===== src/design/dslp_pkg.sv =====
// Shared types, constants and helpers for the joystick press classifier.
`timescale 1ns / 1ps

package dslp_pkg;

    // Register map (index = byte address / 4)
    localparam logic REG_DEBOUNCE_TICKS = 1'b0;
    localparam logic REG_LONG_TICKS     = 1'b1;

    // Register reset values
    localparam logic [15:0] DEBOUNCE_RESET = 16'd50;
    localparam logic [15:0] LONG_RESET     = 16'd1000;

    // Button codes
    localparam logic [2:0] BTN_NONE   = 3'd0;
    localparam logic [2:0] BTN_UP     = 3'd1;
    localparam logic [2:0] BTN_RIGHT  = 3'd2;
    localparam logic [2:0] BTN_DOWN   = 3'd3;
    localparam logic [2:0] BTN_LEFT   = 3'd4;
    localparam logic [2:0] BTN_CENTRE = 3'd5;

    localparam int NUM_LINES = 5;

    // One press result handed from the tracker to the output stage
    typedef struct packed {
        logic       valid;
        logic [2:0] button_code;
        logic       is_long;
    } press_t;

    // Priority pick: up, right, down, left, centre
    function automatic logic [2:0] first_high_line(input logic [NUM_LINES-1:0] levels);
        logic [2:0] code;
        code = BTN_NONE;
        if (levels[0])
            code = BTN_UP;
        else if (levels[1])
            code = BTN_RIGHT;
        else if (levels[2])
            code = BTN_DOWN;
        else if (levels[3])
            code = BTN_LEFT;
        else if (levels[4])
            code = BTN_CENTRE;
        return code;
    endfunction

endpackage


===== src/design/dslp_tracker.sv =====
// Debounce and long-press countdowns, held button and press detection.
`timescale 1ns / 1ps

module dslp_tracker #(
    parameter int COUNT_WIDTH = 16
) (
    input  logic                          clk,
    input  logic                          rst_n,
    input  logic                          step,
    input  logic [dslp_pkg::NUM_LINES-1:0] line_levels,
    input  logic                          edge_seen,
    input  logic [15:0]                   debounce_ticks,
    input  logic [15:0]                   long_press_ticks,
    output dslp_pkg::press_t              press
);
    import dslp_pkg::*;

    logic [2:0]             held_reg, held_next;
    logic [COUNT_WIDTH-1:0] deb_cnt_reg, deb_cnt_next;
    logic                   deb_act_reg, deb_act_next;
    logic [COUNT_WIDTH-1:0] long_cnt_reg, long_cnt_next;
    logic                   long_act_reg, long_act_next;
    logic [COUNT_WIDTH-1:0] long_cnt_adv;
    logic                   long_act_adv;
    logic                   deb_expire;

    assign deb_expire = !edge_seen && deb_act_reg && (deb_cnt_reg <= COUNT_WIDTH'(1));

    // Next state for one tick
    always_comb
    begin
        // long-press countdown advances first
        long_cnt_adv = long_cnt_reg;
        long_act_adv = long_act_reg;
        if (long_act_reg)
        begin
            if (long_cnt_reg <= COUNT_WIDTH'(1))
            begin
                long_act_adv = 1'b0;
                long_cnt_adv = '0;
            end
            else
            begin
                long_cnt_adv = long_cnt_reg - COUNT_WIDTH'(1);
            end
        end

        long_cnt_next = long_cnt_adv;
        long_act_next = long_act_adv;
        deb_cnt_next  = deb_cnt_reg;
        deb_act_next  = deb_act_reg;
        held_next     = held_reg;
        press         = '0;

        if (edge_seen)
        begin
            deb_cnt_next = COUNT_WIDTH'(debounce_ticks);
            deb_act_next = 1'b1;
        end
        else if (deb_expire)
        begin
            deb_act_next = 1'b0;
            deb_cnt_next = '0;
            if (held_reg == BTN_NONE)
            begin
                // sample lines, start the hold timer
                long_cnt_next = COUNT_WIDTH'(long_press_ticks);
                long_act_next = 1'b1;
                held_next     = first_high_line(line_levels);
            end
            else
            begin
                // release: short if the hold timer still runs
                press.valid       = 1'b1;
                press.button_code = held_reg;
                press.is_long     = !long_act_adv;
                long_act_next     = 1'b0;
                if (long_act_adv)
                    long_cnt_next = '0;
                held_next = BTN_NONE;
            end
        end
        else if (deb_act_reg)
        begin
            deb_cnt_next = deb_cnt_reg - COUNT_WIDTH'(1);
        end
    end

    // State registers, updated once per accepted tick
    always_ff @(posedge clk or negedge rst_n)
    begin
        if (!rst_n)
        begin
            held_reg     <= BTN_NONE;
            deb_cnt_reg  <= '0;
            deb_act_reg  <= 1'b0;
            long_cnt_reg <= '0;
            long_act_reg <= 1'b0;
        end
        else if (step)
        begin
            held_reg     <= held_next;
            deb_cnt_reg  <= deb_cnt_next;
            deb_act_reg  <= deb_act_next;
            long_cnt_reg <= long_cnt_next;
            long_act_reg <= long_act_next;
        end
    end

endmodule


===== src/design/dslp_out_stage.sv =====
// Result register on the master side of the stream.
`timescale 1ns / 1ps

module dslp_out_stage (
    input  logic             clk,
    input  logic             rst_n,
    input  logic             step,
    input  dslp_pkg::press_t press,
    output logic             slot_free,
    output logic             m_axis_tvalid,
    input  logic             m_axis_tready,
    output logic [7:0]       m_axis_tdata,  // [2:0] button_code, [7:3] zero
    output logic [0:0]       m_axis_tuser   // [0] is_long
);
    import dslp_pkg::*;

    logic       valid_reg;
    logic [2:0] code_reg;
    logic       long_reg;

    assign slot_free = !valid_reg || m_axis_tready;

    // Valid flag
    always_ff @(posedge clk or negedge rst_n)
    begin
        if (!rst_n)
            valid_reg <= 1'b0;
        else if (slot_free)
            valid_reg <= step && press.valid;
    end

    // Payload
    always_ff @(posedge clk)
    begin
        if (slot_free && step && press.valid)
        begin
            code_reg <= press.button_code;
            long_reg <= press.is_long;
        end
    end

    assign m_axis_tvalid = valid_reg;
    assign m_axis_tdata  = {5'b0, code_reg};
    assign m_axis_tuser  = long_reg;

endmodule


===== src/design/debounced_short_long_press_classifier_core.sv =====
// Top level: tick input register, config registers, tracker and result register.
//
//  Channel  | Dir | Contents
//  ---------+-----+-------------------------------------------------------
//  s_axis   | in  | one tick: line_levels, edge_seen
//  m_axis   | out | one press: button_code, is_long (tuser)
//  apb      | in  | reg 0 debounce_ticks @0x0, reg 1 long_press_ticks @0x4
//
// One tick request is taken per cycle while s_axis_tready is high; a press reaches m_axis
// through the input register, then the result register, once its tick is accepted.
// The only stall path is the result register: a held result that is not
// taken holds the input register, and s_axis_tready drops with it.
// Reset clears the counters, held button and both valid flags; registers
// return to 50 and 1000.
`timescale 1ns / 1ps

module debounced_short_long_press_classifier_core #(
    parameter int COUNT_WIDTH = 16
) (
    input  logic        clk,
    input  logic        rst_n,
    input  logic        s_axis_tvalid,
    output logic        s_axis_tready,
    input  logic [7:0]  s_axis_tdata,   // [4:0] line_levels, [5] edge_seen, [7:6] zero
    output logic        m_axis_tvalid,
    input  logic        m_axis_tready,
    output logic [7:0]  m_axis_tdata,   // [2:0] button_code, [7:3] zero
    output logic [0:0]  m_axis_tuser,   // [0] is_long
    input  logic        psel,
    input  logic        penable,
    input  logic        pwrite,
    input  logic [2:0]  paddr,
    input  logic [31:0] pwdata,
    output logic [31:0] prdata,
    output logic        pready
);
    import dslp_pkg::*;

    logic [15:0]          debounce_ticks_reg;
    logic [15:0]          long_ticks_reg;
    logic                 in_valid_reg;
    logic [NUM_LINES-1:0] levels_reg;
    logic                 edge_reg;
    logic                 slot_free;
    logic                 step;
    logic                 cfg_write;
    press_t               press;

    // Config port
    assign pready    = 1'b1;
    assign cfg_write = psel && penable && pwrite;

    always_ff @(posedge clk or negedge rst_n)
    begin
        if (!rst_n)
        begin
            debounce_ticks_reg <= DEBOUNCE_RESET;
            long_ticks_reg     <= LONG_RESET;
        end
        else if (cfg_write)
        begin
            case (paddr[2])
                REG_DEBOUNCE_TICKS: debounce_ticks_reg <= pwdata[15:0];
                REG_LONG_TICKS:     long_ticks_reg     <= pwdata[15:0];
                default:            ;
            endcase
        end
    end

    always_comb
    begin
        case (paddr[2])
            REG_DEBOUNCE_TICKS: prdata = {16'b0, debounce_ticks_reg};
            REG_LONG_TICKS:     prdata = {16'b0, long_ticks_reg};
            default:            prdata = '0;
        endcase
    end

    // Input register: the tick is processed when the result slot is free
    assign step          = in_valid_reg && slot_free;
    assign s_axis_tready = !in_valid_reg || slot_free;

    always_ff @(posedge clk or negedge rst_n)
    begin
        if (!rst_n)
            in_valid_reg <= 1'b0;
        else if (s_axis_tready)
            in_valid_reg <= s_axis_tvalid;
    end

    always_ff @(posedge clk)
    begin
        if (s_axis_tready && s_axis_tvalid)
        begin
            levels_reg <= s_axis_tdata[NUM_LINES-1:0];
            edge_reg   <= s_axis_tdata[5];
        end
    end

    dslp_tracker #(
        .COUNT_WIDTH(COUNT_WIDTH)
    ) u_tracker (
        .clk              (clk),
        .rst_n            (rst_n),
        .step             (step),
        .line_levels      (levels_reg),
        .edge_seen        (edge_reg),
        .debounce_ticks   (debounce_ticks_reg),
        .long_press_ticks (long_ticks_reg),
        .press            (press)
    );

    dslp_out_stage u_out (
        .clk           (clk),
        .rst_n         (rst_n),
        .step          (step),
        .press         (press),
        .slot_free     (slot_free),
        .m_axis_tvalid (m_axis_tvalid),
        .m_axis_tready (m_axis_tready),
        .m_axis_tdata  (m_axis_tdata),
        .m_axis_tuser  (m_axis_tuser)
    );

endmodule


===== config.mk =====
export PLATFORM = sky130hd
export DESIGN_NAME = debounced_short_long_press_classifier_core
export DESIGN_NICKNAME = d
export VERILOG_FILES = /design/src/design/dslp_pkg.sv /design/src/design/dslp_tracker.sv /design/src/design/dslp_out_stage.sv /design/src/design/debounced_short_long_press_classifier_core.sv
export SDC_FILE = /design/constraint.sdc
export NUM_CORES = 1
export LEC_CHECK = 0
export BUFFER_PORTS_ARGS = -buffer_cell sky130_fd_sc_hd__buf_2
export CORE_AREA = 5 5 131 83
export CTS_BUF_LIST = sky130_fd_sc_hd__clkbuf_2 sky130_fd_sc_hd__clkbuf_4 sky130_fd_sc_hd__clkbuf_8
export DETAILED_ROUTE_END_ITERATION = 16
export DIE_AREA = 0 0 136 88
export GPL_ROUTABILITY_DRIVEN = 0
export PLACE_DENSITY = 0.72
export SETUP_SLACK_MARGIN = 0.05
export SYNTH_ARGS = -nofsm -noshare
export SYNTH_HDL_FRONTEND = slang
export SYNTH_SLANG_ARGS = --single-unit

===== constraint.sdc =====
create_clock -name clk -period 2.77 [get_ports clk]
set_input_delay 0.1385 -clock clk [delete_from_list [all_inputs] [get_ports clk]]
set_output_delay 0.1385 -clock clk [all_outputs]
set_load 0.1 [all_outputs]

==> flow_summary.toml <==
[timing]
worstMarginPinSlew_ps = 1060
slew_headroom = 0.285
hold_viol_final = 0
slew_viol_final = 0
finalSetupTns_ps = 0
finalCriticalPeriod_ps = 2460
period_share = 0.886
rsz0062_at_grt = "false"
setup_slack_ps = 315
fin_hold_ws_ps = 21.5
timing.fmax_ghz = 0.407
setup_viol = 0
skew_ps = 12.8

[pwr]
vdd_drop_max_mv = 0.546
leakagePower_nw = 2.21
pwr_density_cell_mw_per_mm2 = 793
finalPower_mw = 4.16

[place]
post-place-ws_ps = 49.6
io_buffers = 51
dp_hpwl_um = 9020
postPlaceCellArea_mm2 = 0.00499

[drt]
avgViaCountPerCell = 5.93
ant_nets = 0
drt_pre_antenna_iters = 5
drc = 0
drt_iter0_drc = 298
dr_total_vias = 3854
totalWireLength_um = 12300
avgRoutedWirePerCell_um = 18.9

[synthesis]
ys_ff_latch = 81
synth-edff-count = 10
synthCells = 447
synth_top_cell_by_area = "dfrtp_1"
async_reset_ff_frac = 0.877
ys_types = 74
ys_seq_area_frac = 0.450
ys_warn_count = 0
synth.avg_cell_area_um2 = 10.4
yosysTopAreaCellShare = 0.335
yosys-top-cells-area = "dfrtp_1 (33%), mux2_2 (12%), edfxtp_1 (6.5%)"
synth_ff_type = "dfrtp_1"
netlist_area_mm2 = 0.00464

[grt]
grt_pass1_wl_um = 19300
grt_max_degree = 36
grt_antenna_before_repair = 1
grt_pass1_vias = 3638
grt_overflow = 0
grt_util_all_layers = 0.208

[run_status]
status = "completed"

[critical_path]
r2r_start = "u_tracker.deb_cnt_reg[0]$_DFFE_PN0P_"
crit_path_end = "u_tracker.deb_cnt_reg[11]$_DFFE_PN0P_"
setup.worst_path.start = "u_tracker.deb_cnt_reg[0]$_DFFE_PN0P_"
crit_type = "reg -> reg"
arrival_ps = 2720
critPathRequiredTime_ps = 3030
crit_chain = "inv_1, ha_1, or2_1, and3_1, a31oi_2, a22oi_1, o22ai_1"
start_kind = "register"
ff2ff_path_depth = 7
end_kind = "register"
crit_path_max_incr_delay_ps = 620
path_max_fanout = 12
r2r-end = "u_tracker.deb_cnt_reg[11]$_DFFE_PN0P_"
cp_slowest_cell = "a31oi_2"
r2r_setup_slack_ps = 310

[cts]
cts-root-buf = "clkbuf_8"
clockBufferDepth = 2
cts_tree = "done"
cts.clk_slew.worst_paths_ps = 80
htree_levels = 3
clk_latency_ps = 360
cts_buffers = 9
clock-sinks = 81

[floorplan]
start_util = 0.485
io_pins = 94
dieArea_mm2 = 0.0120
die_w_um = 136
die_y_um = 88
core-area_mm2 = 0.00956
num_rows = 28

[final_layout]
layout_commonest_cell = "dfrtp_1"
final_cell_mix = "dfrtp_1 (62), buf_2 (51), mux2_2 (48)"
drive_gt1_frac = 0.311
area_growth_pct = 13.1
nets = 564
diodes = 0
fin_area_mm2 = 0.00525

[hold_path]
hold_path.class = "in -> reg"

[run]
cap_violations = 0
layer usage:
layer	vias up	share of wire	wire, µm	GRT usage
li1	1762	-	-	-
met1	1909	0.49	5970	0.314
met2	167	0.41	5030	0.293
met3	14	0.095	1170	0.0660
met4	2	0.0095	117	0.0421
met5	-	0.00057	7	0
final cells by class:
cell class                      instances  area [µm²]
Fill cell                             845        4320
Multi-Input combinational cell        329        2320
Sequential cell                        81        2090
Timing Repair Buffer                   73         440
Tap cell                              135         169
Clock buffer                           11         139
Inverter                               16        60.1
Clock inverter                          5        32.5
cells by family after synthesis:
| kind of cell | synth area share |
|---|---|
| multiplexers | 0.121 |
| AND/OR/NAND/NOR | 0.183 |
| AO/OA/AOI/OAI | 0.163 |
| adder cells (fa/ha/maj) | 0.0108 |
| XOR/XNOR | 0.00189 |
| other | 0.00162 |
| buffers and inverters | 0.0677 |
| flip-flops | 0.450 |
synthesized netlist by cell type (all sizes together) (3+ instances only):
cell type and instances:
or4 5, nor4 12, a221o 5, clkbuf 9, o2bb2ai 4, nand2b 7
dfrtp 62, nor2 24, dfstp 9, a21o 4, o22ai 3, o211ai 5
a32oi 6, nor2b 4, edfxtp 10, mux2 48, a31oi 5, inv 16
ha 4, nor3 15, a21oi 15, nand3 24, o21ai 26, and3 5
nand4 4, buf 32, a22oi 8, nand2 30, o21a 3, and2 5
worst max-delay path, delay by kind of cell (launching register included):
kind	cells	cell delay [ps]
AOI/OAI and AO/OA	3	990
adders and majority gates	1	280
buffers and inverters	1	110
DFF	1	410
and+or+nand+nor	2	560
through the flow:
stage | instances | util
after CTS | 650 | 0.548
after global placement | 626 | 0.521
final | 650 | 0.548
after detailed placement | 626 | 0.521
after global routing | 650 | 0.548
after floorplan | 467 | -
power breakdown:
group          switching, mW  total (mW)  internal [mW]
registers              0.333        1.81           1.48
logic                   1.08        1.57          0.483
clock network          0.441       0.786          0.345
what timing repair did:
| action | in CTS | in global routing |
|---|---|---|
| endpoints found under the hold margin | 34 | 0 |
| buffers inserted | 0 | 0 |
| setup endpoints to repair | 4 | 0 |
| hold buffers | 8 | 0 |
| resized for setup | 1 | 0 |
worst min path at each step:
stage,startpoint,end,cells past startpoint
finish,pwdata[3],debounce_ticks_reg[3]$_DFFE_PN0P_,2
global route,pwdata[2],debounce_ticks_reg[2]$_DFFE_PN0P_,2
CTS,pwdata[4],long_ticks_reg[4]$_DFFE_PN0P_,2
detailed placement,rst_n,u_tracker.long_cnt_reg[2]$_DFFE_PN0P_,1
global placement,rst_n,u_tracker.long_cnt_reg[2]$_DFFE_PN0P_,1
floorplan,rst_n,debounce_ticks_reg[0]$_DFFE_PN0P_,0
Power figures use the tool's default switching activity.
